===== src/jsli_pkg.sv =====
// shared types and constants of the joint-space linear interpolator
package jsli_pkg;

   // geometry of one transaction
   localparam int JOINTS      = 6;
   localparam int ANGLE_W     = 16;
   localparam int DIFF_W      = ANGLE_W + 1;
   localparam int STEP_W      = 7;
   localparam int REQ_DATA_W  = 96;
   localparam int RSP_DATA_W  = 104;

   // step count limits and reset value
   localparam logic [STEP_W-1:0] MAX_STEPS     = 7'd64;
   localparam logic [STEP_W-1:0] MIN_STEPS     = 7'd1;
   localparam logic [STEP_W-1:0] STEP_RESET    = 7'd16;

   // one quotient bit per cycle over the full difference magnitude
   localparam int                DIV_CNT_W     = 5;
   localparam logic [DIV_CNT_W-1:0] DIV_LAST   = 5'(DIFF_W - 1);

   typedef logic signed [ANGLE_W-1:0] angle_type;

   typedef enum logic [1:0] {
      ST_IDLE,
      ST_DIVIDE,
      ST_EMIT
   } state_type;

   // control from the sequencer to every lane
   typedef struct packed {
      logic              load;
      logic              div_en;
      logic              step_en;
      logic              last;
      logic [STEP_W-1:0] divisor;
   } lane_ctrl_type;

endpackage


===== src/joint_space_linear_interpolator_unit.sv =====
// top level: sequencer, step count register, six joint lanes and result merge
// Takes one target of six joint angles per transaction and emits the move
// toward it as step_count points (clamped to 1..64), the last one marked
// with tlast and equal to the target; a target equal to the held angles
// gives a single point. All six lanes divide their joint difference by the
// step count at once with a restoring divider that makes one quotient bit
// per cycle; a move is accepted, divided and then emitted point by point
// while the result side takes them, and a repeated target skips the divide.
// req_tready is high only between moves; the result register lets the next
// target in while the final point still waits on rsp_tready.
module joint_space_linear_interpolator_unit (
   input  logic                                 clock,
   input  logic                                 reset,
   input  logic                                 req_tvalid,
   output logic                                 req_tready,
   // target_joint_0 .. target_joint_5, 16 bits each from bit 0
   input  logic [jsli_pkg::REQ_DATA_W-1:0]      req_tdata,
   output logic                                 rsp_tvalid,
   input  logic                                 rsp_tready,
   // point_joint_0 .. point_joint_5 (16 bits each), point_index (7), zero pad (1)
   output logic [jsli_pkg::RSP_DATA_W-1:0]      rsp_tdata,
   output logic                                 rsp_tlast,
   input  logic                                 csr_wr_en,
   input  logic [jsli_pkg::STEP_W-1:0]          csr_wr_data
);

   jsli_pkg::state_type               state_ff, state_in;
   logic [jsli_pkg::STEP_W-1:0]       csr_step_ff, csr_step_in;
   logic [jsli_pkg::STEP_W-1:0]       steps_ff, steps_in;
   logic [jsli_pkg::STEP_W-1:0]       idx_ff, idx_in;
   logic [jsli_pkg::DIV_CNT_W-1:0]    div_cnt_ff, div_cnt_in;

   logic [jsli_pkg::STEP_W-1:0]       steps_clamped;
   logic [jsli_pkg::JOINTS-1:0]       same;
   jsli_pkg::angle_type               points [jsli_pkg::JOINTS];
   jsli_pkg::lane_ctrl_type           ctrl;
   logic                              accept;
   logic                              free;
   logic                              push;
   logic                              is_last;

   // step count register
   assign csr_step_in = csr_wr_en ? csr_wr_data : csr_step_ff;

   always_ff @(posedge clock) begin
      if (reset) begin
         csr_step_ff <= jsli_pkg::STEP_RESET;
      end else begin
         csr_step_ff <= csr_step_in;
      end
   end

   // clamp to the supported range
   always_comb begin
      priority if (csr_step_ff == '0) begin
         steps_clamped = jsli_pkg::MIN_STEPS;
      end else if (csr_step_ff > jsli_pkg::MAX_STEPS) begin
         steps_clamped = jsli_pkg::MAX_STEPS;
      end else begin
         steps_clamped = csr_step_ff;
      end
   end

   assign req_tready = (state_ff == jsli_pkg::ST_IDLE);
   assign accept     = req_tvalid && req_tready;
   assign is_last    = (idx_ff == steps_ff);

   // sequencer: next state and lane control
   always_comb begin
      state_in     = state_ff;
      steps_in     = steps_ff;
      idx_in       = idx_ff;
      div_cnt_in   = div_cnt_ff;
      push         = 1'b0;
      ctrl.load    = 1'b0;
      ctrl.div_en  = 1'b0;
      ctrl.step_en = 1'b0;
      ctrl.last    = is_last;
      ctrl.divisor = steps_ff;
      unique case (state_ff)
         jsli_pkg::ST_IDLE: begin
            if (accept) begin
               ctrl.load  = 1'b1;
               idx_in     = jsli_pkg::MIN_STEPS;
               div_cnt_in = '0;
               if (&same) begin
                  steps_in = jsli_pkg::MIN_STEPS;
                  state_in = jsli_pkg::ST_EMIT;
               end else begin
                  steps_in = steps_clamped;
                  state_in = jsli_pkg::ST_DIVIDE;
               end
            end
         end
         jsli_pkg::ST_DIVIDE: begin
            ctrl.div_en = 1'b1;
            div_cnt_in  = div_cnt_ff + 1'b1;
            if (div_cnt_ff == jsli_pkg::DIV_LAST) begin
               state_in = jsli_pkg::ST_EMIT;
            end
         end
         jsli_pkg::ST_EMIT: begin
            if (free) begin
               push         = 1'b1;
               ctrl.step_en = 1'b1;
               if (is_last) begin
                  state_in = jsli_pkg::ST_IDLE;
               end else begin
                  idx_in = idx_ff + 1'b1;
               end
            end
         end
         default: begin
            state_in = jsli_pkg::ST_IDLE;
         end
      endcase
   end

   always_ff @(posedge clock) begin
      if (reset) begin
         state_ff   <= jsli_pkg::ST_IDLE;
         steps_ff   <= jsli_pkg::MIN_STEPS;
         idx_ff     <= jsli_pkg::MIN_STEPS;
         div_cnt_ff <= '0;
      end else begin
         state_ff   <= state_in;
         steps_ff   <= steps_in;
         idx_ff     <= idx_in;
         div_cnt_ff <= div_cnt_in;
      end
   end

   // one lane per joint
   for (genvar j = 0; j < jsli_pkg::JOINTS; j++) begin : g_lane
      jsli_lane u_lane (
         .clock    (clock),
         .reset    (reset),
         .ctrl_i   (ctrl),
         .target_i (req_tdata[j*jsli_pkg::ANGLE_W +: jsli_pkg::ANGLE_W]),
         .same_o   (same[j]),
         .point_o  (points[j])
      );
   end

   // result register
   jsli_merge u_merge (
      .clock      (clock),
      .reset      (reset),
      .push_i     (push),
      .points_i   (points),
      .index_i    (idx_ff),
      .last_i     (is_last),
      .free_o     (free),
      .rsp_tvalid (rsp_tvalid),
      .rsp_tready (rsp_tready),
      .rsp_tdata  (rsp_tdata),
      .rsp_tlast  (rsp_tlast)
   );

   // an accepted target always starts work
   a_accept_starts: assert property (@(posedge clock) disable iff (reset)
      accept |=> (state_ff != jsli_pkg::ST_IDLE))
      else $error("accepted target did not start a move");

   // divide ends after a full pass of quotient bits
   a_divide_ends: assert property (@(posedge clock) disable iff (reset)
      (state_ff == jsli_pkg::ST_DIVIDE && div_cnt_ff == jsli_pkg::DIV_LAST)
      |=> (state_ff == jsli_pkg::ST_EMIT))
      else $error("divide did not hand over to emit");

   // point index stays within the move
   a_index_range: assert property (@(posedge clock) disable iff (reset)
      (state_ff == jsli_pkg::ST_EMIT) |-> (idx_ff != '0 && idx_ff <= steps_ff))
      else $error("point index outside the move");

   // a non-final point means the move is still running
   a_move_open: assert property (@(posedge clock) disable iff (reset)
      (rsp_tvalid && !rsp_tlast) |-> (state_ff == jsli_pkg::ST_EMIT))
      else $error("intermediate point without a running move");

endmodule


===== src/jsli_lane.sv =====
// one joint lane: difference, bit-serial divide and point accumulator
module jsli_lane (
   input  logic                    clock,
   input  logic                    reset,
   input  jsli_pkg::lane_ctrl_type ctrl_i,
   input  jsli_pkg::angle_type     target_i,
   output logic                    same_o,
   output jsli_pkg::angle_type     point_o
);

   jsli_pkg::angle_type                 cur_ff, cur_in;
   jsli_pkg::angle_type                 tgt_ff, tgt_in;
   jsli_pkg::angle_type                 acc_ff, acc_in;
   logic [jsli_pkg::DIFF_W-1:0]         quo_ff, quo_in;
   logic [jsli_pkg::STEP_W-1:0]         rem_ff, rem_in;
   logic                                neg_ff, neg_in;

   logic signed [jsli_pkg::DIFF_W-1:0]  diff;
   logic signed [jsli_pkg::DIFF_W-1:0]  inc;
   logic signed [jsli_pkg::DIFF_W-1:0]  next_point;
   logic [jsli_pkg::STEP_W:0]           trial;

   // target matches the held angles
   assign same_o = (target_i == cur_ff);

   // signed increment and next accumulated point
   assign diff       = {target_i[jsli_pkg::ANGLE_W-1], target_i}
                     - {cur_ff[jsli_pkg::ANGLE_W-1], cur_ff};
   assign inc        = neg_ff ? -$signed(quo_ff) : $signed(quo_ff);
   assign next_point = {acc_ff[jsli_pkg::ANGLE_W-1], acc_ff} + inc;
   assign point_o    = ctrl_i.last ? tgt_ff : next_point[jsli_pkg::ANGLE_W-1:0];

   // partial remainder with the next dividend bit shifted in
   assign trial = {rem_ff, quo_ff[jsli_pkg::DIFF_W-1]};

   always_comb begin
      cur_in = cur_ff;
      tgt_in = tgt_ff;
      acc_in = acc_ff;
      quo_in = quo_ff;
      rem_in = rem_ff;
      neg_in = neg_ff;
      if (ctrl_i.load) begin
         // start of a move: the target becomes the held angles
         tgt_in = target_i;
         acc_in = cur_ff;
         cur_in = target_i;
         neg_in = diff[jsli_pkg::DIFF_W-1];
         quo_in = diff[jsli_pkg::DIFF_W-1] ? 17'(-diff) : 17'(diff);
         rem_in = '0;
      end else if (ctrl_i.div_en) begin
         // restoring divide, one quotient bit per cycle
         if (trial >= {1'b0, ctrl_i.divisor}) begin
            rem_in = 7'(trial - {1'b0, ctrl_i.divisor});
            quo_in = {quo_ff[jsli_pkg::DIFF_W-2:0], 1'b1};
         end else begin
            rem_in = trial[jsli_pkg::STEP_W-1:0];
            quo_in = {quo_ff[jsli_pkg::DIFF_W-2:0], 1'b0};
         end
      end else if (ctrl_i.step_en) begin
         acc_in = next_point[jsli_pkg::ANGLE_W-1:0];
      end
   end

   // held angles reset to zero; working registers need none
   always_ff @(posedge clock) begin
      if (reset) begin
         cur_ff <= '0;
      end else begin
         cur_ff <= cur_in;
      end
   end

   always_ff @(posedge clock) begin
      tgt_ff <= tgt_in;
      acc_ff <= acc_in;
      quo_ff <= quo_in;
      rem_ff <= rem_in;
      neg_ff <= neg_in;
   end

endmodule


===== src/jsli_merge.sv =====
// merge stage: packs the lane points into the result register
module jsli_merge (
   input  logic                               clock,
   input  logic                               reset,
   input  logic                               push_i,
   input  jsli_pkg::angle_type                points_i [jsli_pkg::JOINTS],
   input  logic [jsli_pkg::STEP_W-1:0]        index_i,
   input  logic                               last_i,
   output logic                               free_o,
   output logic                               rsp_tvalid,
   input  logic                               rsp_tready,
   output logic [jsli_pkg::RSP_DATA_W-1:0]    rsp_tdata,
   output logic                               rsp_tlast
);

   logic                             valid_ff, valid_in;
   logic [jsli_pkg::RSP_DATA_W-1:0]  data_ff, data_in;
   logic                             last_ff, last_in;
   logic [jsli_pkg::RSP_DATA_W-1:0]  packed_word;

   // result register can take a new point this cycle
   assign free_o = !valid_ff || rsp_tready;

   // joints from the lowest bits, then the point index, zero pad
   always_comb begin
      packed_word = '0;
      for (int j = 0; j < jsli_pkg::JOINTS; j++) begin
         packed_word[j*jsli_pkg::ANGLE_W +: jsli_pkg::ANGLE_W] = points_i[j];
      end
      packed_word[jsli_pkg::JOINTS*jsli_pkg::ANGLE_W +: jsli_pkg::STEP_W] = index_i;
   end

   always_comb begin
      valid_in = valid_ff;
      data_in  = data_ff;
      last_in  = last_ff;
      if (push_i) begin
         valid_in = 1'b1;
         data_in  = packed_word;
         last_in  = last_i;
      end else if (rsp_tready) begin
         valid_in = 1'b0;
      end
   end

   always_ff @(posedge clock) begin
      if (reset) begin
         valid_ff <= 1'b0;
      end else begin
         valid_ff <= valid_in;
      end
   end

   always_ff @(posedge clock) begin
      data_ff <= data_in;
      last_ff <= last_in;
   end

   assign rsp_tvalid = valid_ff;
   assign rsp_tdata  = data_ff;
   assign rsp_tlast  = last_ff;

endmodule


===== config.mk =====
export PLATFORM = sky130hd
export DESIGN_NAME = joint_space_linear_interpolator_unit
export DESIGN_NICKNAME = d
export VERILOG_FILES = /design/src/jsli_pkg.sv /design/src/joint_space_linear_interpolator_unit.sv /design/src/jsli_lane.sv /design/src/jsli_merge.sv
export SDC_FILE = /design/constraint.sdc
export NUM_CORES = 1
export LEC_CHECK = 0
export BUFFER_PORTS_ARGS = -buffer_cell sky130_fd_sc_hd__buf_4
export CORE_UTILIZATION = 55
export DETAILED_ROUTE_END_ITERATION = 8
export PLACE_DENSITY = 0.73
export SYNTH_ARGS = -nofsm -noshare
export SYNTH_HDL_FRONTEND = slang
export SYNTH_SLANG_ARGS = --single-unit

===== constraint.sdc =====
create_clock -name clock -period 7 [get_ports clock]
set_input_delay 0 -clock clock [delete_from_list [all_inputs] [get_ports clock]]
set_output_delay 0 -clock clock [all_outputs]
set_load 0.01 [all_outputs]

== After elaboration in Yosys (flattened, before gate mapping) ==
Index checks and enable logic that the tools add are counted.

* Eq/ne operators: 16
* Reductions and logical operators: 16
* $lt $le $gt $ge: 7
* Add/subtract/negate cells: 32
* Multiplexer cells: 82

{| class="wikitable"
|+ Operator list
! operator !! number
|-
| $mux 16 || 30
|-
| $mux 17 || 18
|-
| $neg 17->17 || 6
|-
| $sub 16x16->17 || 6
|-
| $add 16x16->16 || 6
|-
| $eq 16x16->1 || 6
|-
| $neg 16->16 || 6
|-
| $mux 7 || 12
|-
| $ge 8x7->1 || 6
|-
| $sub 7x7->7 || 6
|-
| $pmux 7 s2 || 1
|-
| $mux 1 || 13
|-
| $mux 2 || 5
|-
| $pmux 5 s2 || 1
|-
| $reduce_bool 2->1 || 5
|-
| $reduce_and 4->1 || 2
|-
| $add 7x1->7 const B || 1
|-
| $eq 7x7->1 || 1
|-
| $gt 7x7->1 const B || 1
|-
| $logic_not 7->1 || 1
|-
| $ne 2x1->1 const B || 3
|-
| $ne 2x2->1 const B || 3
|-
| $pmux 2 s3 || 1
|-
| $reduce_and 2->1 || 3
|-
| 10 further kinds || 10
|}

* Word-level logic and storage cells: 197
* Input port bits: 108
* Bits in registers: 571
* Output and inout bits: 107

== Longest topological paths before layout ==
* Depth after elaboration: 7
* Mapped depth: 15
* Mapped depth without buffers: 15

== By module ==
From an unflattened synthesis, not the netlist that was laid out.

* Cell total of the unflattened synthesis: 4083
* Area, all modules: 38710.9 um2

{| class="wikitable"
|+ Modules (own cells, without submodules)
! module !! sequential area each (um2) !! instances !! cells an instance !! area each (um2)
|-
| jsli_lane (g_lane[0].u_lane ...) || 1961.9 || 4 || 639 || 5721.7
|-
| jsli_lane (g_lane[1].u_lane) || 1961.9 || 1 || 638 || 5656.7
|-
| jsli_lane (g_lane[5].u_lane) || 1961.9 || 1 || 618 || 5587.9
|-
| jsli_merge || 3143.0 || 1 || 110 || 3180.6
|-
| joint_space_linear_interpolator_unit || 560.5 || 1 || 161 || 1398.8
|}

== Least setup slack after synthesis ==
No wires, ideal clock.

* Kind: flip-flop to flip-flop
* From: reg state_ff[1]
* To: reg idx_ff[6] (netlist bit)
* Setup time: 0.124 ns
* Data required time: 6.876 ns
* Buffers on the path: 0
* Arrival time: 5.400 ns
* Cell stages (with the launch flop): 10
* Setup slack: 1.476 ns
* Period minus slack after synthesis: 5.524 ns
* Path through: dfxtp_1 -> nor2b_1 -> and2_1 -> or2_2 -> o21a_1 -> nand2_1 -> nor2_1 -> nand3_1 -> xor2_1 -> nor2_1

* Word-level cells in the longest chain between the ends: 4
* Elaborated cells on any way between the ends: 9
* Classes of those cells: 4 x eq/ne; 1 x mux; 4 x reduce/logical

{| class="wikitable"
|+ Ends and longest elaborated chain
! item !! RTL line !! text
|-
| start, declared || joint_space_linear_interpolator_unit.sv:27 || <nowiki>jsli_pkg::state_type state_ff, state_in;</nowiki>
|-
| start signal, assigned || joint_space_linear_interpolator_unit.sv:121 || <nowiki>state_ff <= jsli_pkg::ST_IDLE;</nowiki>
|-
| start signal, assigned || joint_space_linear_interpolator_unit.sv:126 || <nowiki>state_ff <= state_in;</nowiki>
|-
| $logic_not 2->1 || joint_space_linear_interpolator_unit.sv:64, joint_space_linear_interpolator_unit.sv:80 ||
|-
| $logic_and 1x1->1 || joint_space_linear_interpolator_unit.sv:65 || <nowiki>assign accept = req_tvalid && req_tready;</nowiki>
|-
| $ne 2x1->1 (no source line) || - ||
|-
| $reduce_and 4->1 (no source line) || - ||
|-
| end signal, assigned || joint_space_linear_interpolator_unit.sv:123 || <nowiki>idx_ff <= jsli_pkg::MIN_STEPS;</nowiki>
|-
| end signal, assigned || joint_space_linear_interpolator_unit.sv:128 || <nowiki>idx_ff <= idx_in;</nowiki>
|-
| end, declared || joint_space_linear_interpolator_unit.sv:30 || <nowiki>logic [jsli_pkg::STEP_W-1:0] idx_ff, idx_in;</nowiki>
|}

Several ways; a longest one is shown, not always the timed one.
A chain may end at the register's enable or synchronous reset.

== Final worst setup path ==
* From: reg g_lane[2].u_lane.quo_ff[1] (netlist bit)
* To: reg u_merge.data_ff (netlist bit u_merge.rsp_tdata[44]) (data pin)

* Word-level cells in the longest chain between the ends: 4

{| class="wikitable"
|+ Ends and longest elaborated chain
! item !! RTL line !! text
|-
| start, declared || jsli_lane.sv:14 || <nowiki>logic [jsli_pkg::DIFF_W-1:0] quo_ff, quo_in;</nowiki>
|-
| start signal, assigned || jsli_lane.sv:77 || <nowiki>quo_ff <= quo_in;</nowiki>
|-
| $neg 16->16 || jsli_lane.sv:29 || <nowiki>assign inc = neg_ff ? -$signed(quo_ff) : $signed(quo_ff);</nowiki>
|-
| $mux 16 (*) || jsli_lane.sv:29 ||
|-
| $add 16x16->16 (*) || jsli_lane.sv:30 || <nowiki>assign next_point = {acc_ff[jsli_pkg::ANGLE_W-1], acc_ff} + inc;</nowiki>
|-
| $mux 16 (*) || jsli_lane.sv:31 || <nowiki>assign point_o = ctrl_i.last ? tgt_ff : next_point[jsli_pkg::ANGLE_W-1:0];</nowiki>
|-
| named net g_lane[2].u_lane.point_o[12] || jsli_lane.sv:8 || <nowiki>output jsli_pkg::angle_type point_o</nowiki>
|-
| end signal, assigned || jsli_merge.sv:55 || <nowiki>data_ff <= data_in;</nowiki>
|-
| end, declared || jsli_merge.sv:17 || <nowiki>logic [jsli_pkg::RSP_DATA_W-1:0] data_ff, data_in;</nowiki>
|}

The timed path passes the listed nets; every way through them passes the cells marked *.

==> flow_metrics.env <==
export IMPL_status="completed"
export IMPL_track_usage=0.279
export IMPL_critical_path_arrival_ns=4.38
export IMPL_avgSynthCellArea_sq_um=9.18
export IMPL_vdd_ir_drop_max_mv=0.183
export IMPL_synthesis_instances=3954
export IMPL_fin_skew_ns=0.0209
export IMPL_tightest_slew_ns=1.31
export IMPL_cp_end_kind="flop"
export IMPL_cts_tree="built"
export IMPL_path_common_cell="o21ai_0"
export IMPL_hpwlAfterDp_um=65200
export IMPL_grt_pass1_vias=28200
export IMPL_nets=4599
export IMPL_diodes=0
export IMPL_routed_wl_um=94000
export IMPL_cts_max_level=3
export IMPL_viasPerCell=5.78
export IMPL_synth_cell_types=94
export IMPL_critical_path_class="reg2reg"
export IMPL_num_io_pins=215
export IMPL_cp_data_required_time_ns=7.35
export IMPL_final_cell_mix="707 x nand2_1, 404 x edfxtp_1, 308 x a21oi_1"
export IMPL_critPathSlowestCell="o41ai_1"
export IMPL_clock_root_buffer="clkbuf_16"
export IMPL_endpoint="u_merge.rsp_tdata[44]"
export IMPL_initial_core_util=0.560
export IMPL_place_ws_ns=2.95
export IMPL_r2r_end="u_merge.rsp_tdata[44]"
export IMPL_die_h_um=259
export IMPL_crit_buf_inv=1
export IMPL_slew_viol_final=0
export IMPL_power_leakage_nw=16.5
export IMPL_hp_class="in2reg"
export IMPL_insertion_delay_ns=0.61
export IMPL_drc_errors=0
export IMPL_worst_slack_ns=2.98
export IMPL_layout_cells_most_common="nand2_1"
export IMPL_drt_iter0_markers=2295
export IMPL_whs_ns=0.131
export IMPL_dieArea_sq_um=67100
export IMPL_gp_congestion=0.894
export IMPL_drv_cap=0
export IMPL_max_freq_mhz=248
export IMPL_clock_sinks=571
export IMPL_clk_pin_slew_ns=0.06
export IMPL_synth_seq_cells=571
export IMPL_firstDrtPassIters=5
export IMPL_crit_family="compound AO/OA/AOI/OAI gates"
export IMPL_area_growth_pct=15.6
export IMPL_syn_area_sq_um=36300
export IMPL_async_flop_share=0
export IMPL_vias=29700
export IMPL_ys_seq_area_frac=0.426
export IMPL_period_share=0.575
export IMPL_yosysWarnings=0
export IMPL_clockBufferDepth=3
export IMPL_portBuffers=213
export IMPL_synth_edf_count=404
export IMPL_setup_viol_count_final=0
export IMPL_row_count=93
export IMPL_timing_rr_start="g_lane[2].u_lane.quo_ff[1]"
export IMPL_post_cts_repair_setup_buffers=0
export IMPL_antenna_found_initial=1
export IMPL_final_antenna_net_count=0
export IMPL_synth_main_ff_cell="edfxtp_1"
export IMPL_rrSetupSlack_ns=2.98
export IMPL_finalPower_mw=15.3
export IMPL_pwr_density_cell_nw_per_um2=363
export IMPL_worst_path_stages=14
export IMPL_worst_setup_path_start_kind="flop"
export IMPL_syn_num_nets=4329
export IMPL_finalSetupTns_ns=0
export IMPL_cp_startpoint="g_lane[2].u_lane.quo_ff[1]"
export IMPL_gr_total_overflow=0
export IMPL_grt_max_degree=98
export IMPL_core_sq_um=64800
export IMPL_routedWlPerCell_um=18.3
export IMPL_cts_buffers=66
export IMPL_cp_max_fo=4
export IMPL_rsz0062_at_grt="no"
export IMPL_worstPathCellList="inv_1 -> ha_1 -> nand2_1 -> o21ai_0 -> fa_1 -> a21o_1 -> a21oi_1 -> nor2b_1 -> o21a_1 -> o41ai_1 -> o21ai_0 -> o22ai_1 -> xnor2_1 -> mux2_2"
export IMPL_timing_slew_headroom=0.129
export IMPL_crit_path_max_incr_delay_ns=0.74
export IMPL_min_period_ns=4.02
export IMPL_die_x_um=259
export IMPL_grt_pass1_wl_um=150000
export IMPL_final_hold_viol_count=0
export IMPL_drive_gt1_frac=0.105
export IMPL_ff2ff_path_depth=14
-- metal layers --
layer / wire length (um) / track usage
met5: 13 / 0
met4: 2070 / 0.0754
met3: 4620 / 0.0287
met2: 43700 / 0.458
met1: 43500 / 0.391
-- stage by stage --
| stage | instances | utilization | instance area [sq um] |
|---|---|---|---|
| after floorplan | 3954 | - | 36300 |
| after global placement | 4895 | 0.595 | 38600 |
| after detailed placement | 4895 | 0.595 | 38600 |
| after CTS | 5132 | 0.648 | 42000 |
| after global routing | 5132 | 0.648 | 42000 |
| final | 5132 | 0.648 | 42000 |
-- layout make-up --
class / instances / area [sq um]
well taps: 855 / 1070
multi-input cells: 3039 / 19500
clock inverters: 34 / 362
clock buffers: 87 / 1890
repair buffers: 346 / 2890
inverters: 200 / 764
flip-flops and latches: 571 / 15500
fillers: 5342 / 22800
-- state kept, by name, indices dropped and copies added, names as in the netlist --
| register | flops |
|---|---|
| u_merge.rsp_tdata | 103 |
| g_lane.u_lane.acc_ff | 96 |
| g_lane.u_lane.tgt_ff | 96 |
| g_lane.u_lane.rem_ff | 42 |
| state_ff | 2 |
| g_lane.u_lane.neg_ff | 6 |
| idx_ff | 7 |
| g_lane.u_lane.quo_ff | 102 |
| div_cnt_ff | 5 |
| steps_ff | 7 |
| g_lane.u_lane.cur_ff | 96 |
| u_merge.rsp_tvalid | 1 |
| csr_step_ff | 7 |
| u_merge.rsp_tlast | 1 |
-- cells by family after synthesis --
logic type / Yosys count / share of synthesized area
mux: 67 / 0.0203
other cells: 1 / 0.000103
flops: 571 / 0.426
buf+inv: 344 / 0.0361
compound gates: 992 / 0.170
fa+ha+maj: 267 / 0.0957
simple gates: 1379 / 0.171
xor+xnor: 333 / 0.0803
-- Yosys cell counts, types with 26 or more instances --
cell      count  share of area
o31ai_1      37         0.0076
nor2_1      228          0.024
ha_1        249          0.086
edfxtp_1    404           0.33
nand2b_1     51         0.0088
mux2_2       52          0.016
nor3_1       69         0.0095
and3_1       26         0.0045
o21a_1       30         0.0062
dfxtp_1     167          0.092
a21oi_1     308          0.042
a31oi_1      35         0.0060
a21o_1       41         0.0085
xnor2_1     263          0.063
nor2b_1      49         0.0084
nand4_1      39         0.0067
inv_1       197          0.020
xor2_1       70          0.017
nand3_1      73          0.010
nand2_1     708          0.073
o21bai_1     28         0.0058
o21ai_0     299          0.041
clkbuf_1    125          0.013
-- how the worst min path moves through the flow --
stage	from	to	cells past startpoint
3_3_place_gp	req_tdata[28]	g_lane[1].u_lane.tgt_ff[12]	1
6_report	req_tdata[38]	g_lane[2].u_lane.tgt_ff[6]	2
2_1_floorplan	req_tdata[0]	g_lane[0].u_lane.tgt_ff[0]	0
3_5_place_dp	req_tdata[28]	g_lane[1].u_lane.tgt_ff[12]	1
4_1_cts	req_tdata[6]	g_lane[0].u_lane.tgt_ff[6]	2
5_1_grt	req_tdata[44]	g_lane[2].u_lane.tgt_ff[12]	2
-- power breakdown --
group	switching [mW]	internal, mW	total [mW]
Combinational	3.92	2.88	6.79
Sequential	0.359	4.52	4.88
Clock	1.45	2.14	3.59
Total	5.73	9.53	15.3
-- timing repair --
item / in CTS / in global routing
endpoints found under the setup margin: 0 / 0
hold buffers: 116 / 0
gates resized for setup: 0 / 0
endpoints found under the hold margin: 204 / 0
No activity file was read; power rests on OpenSTA's default activity.
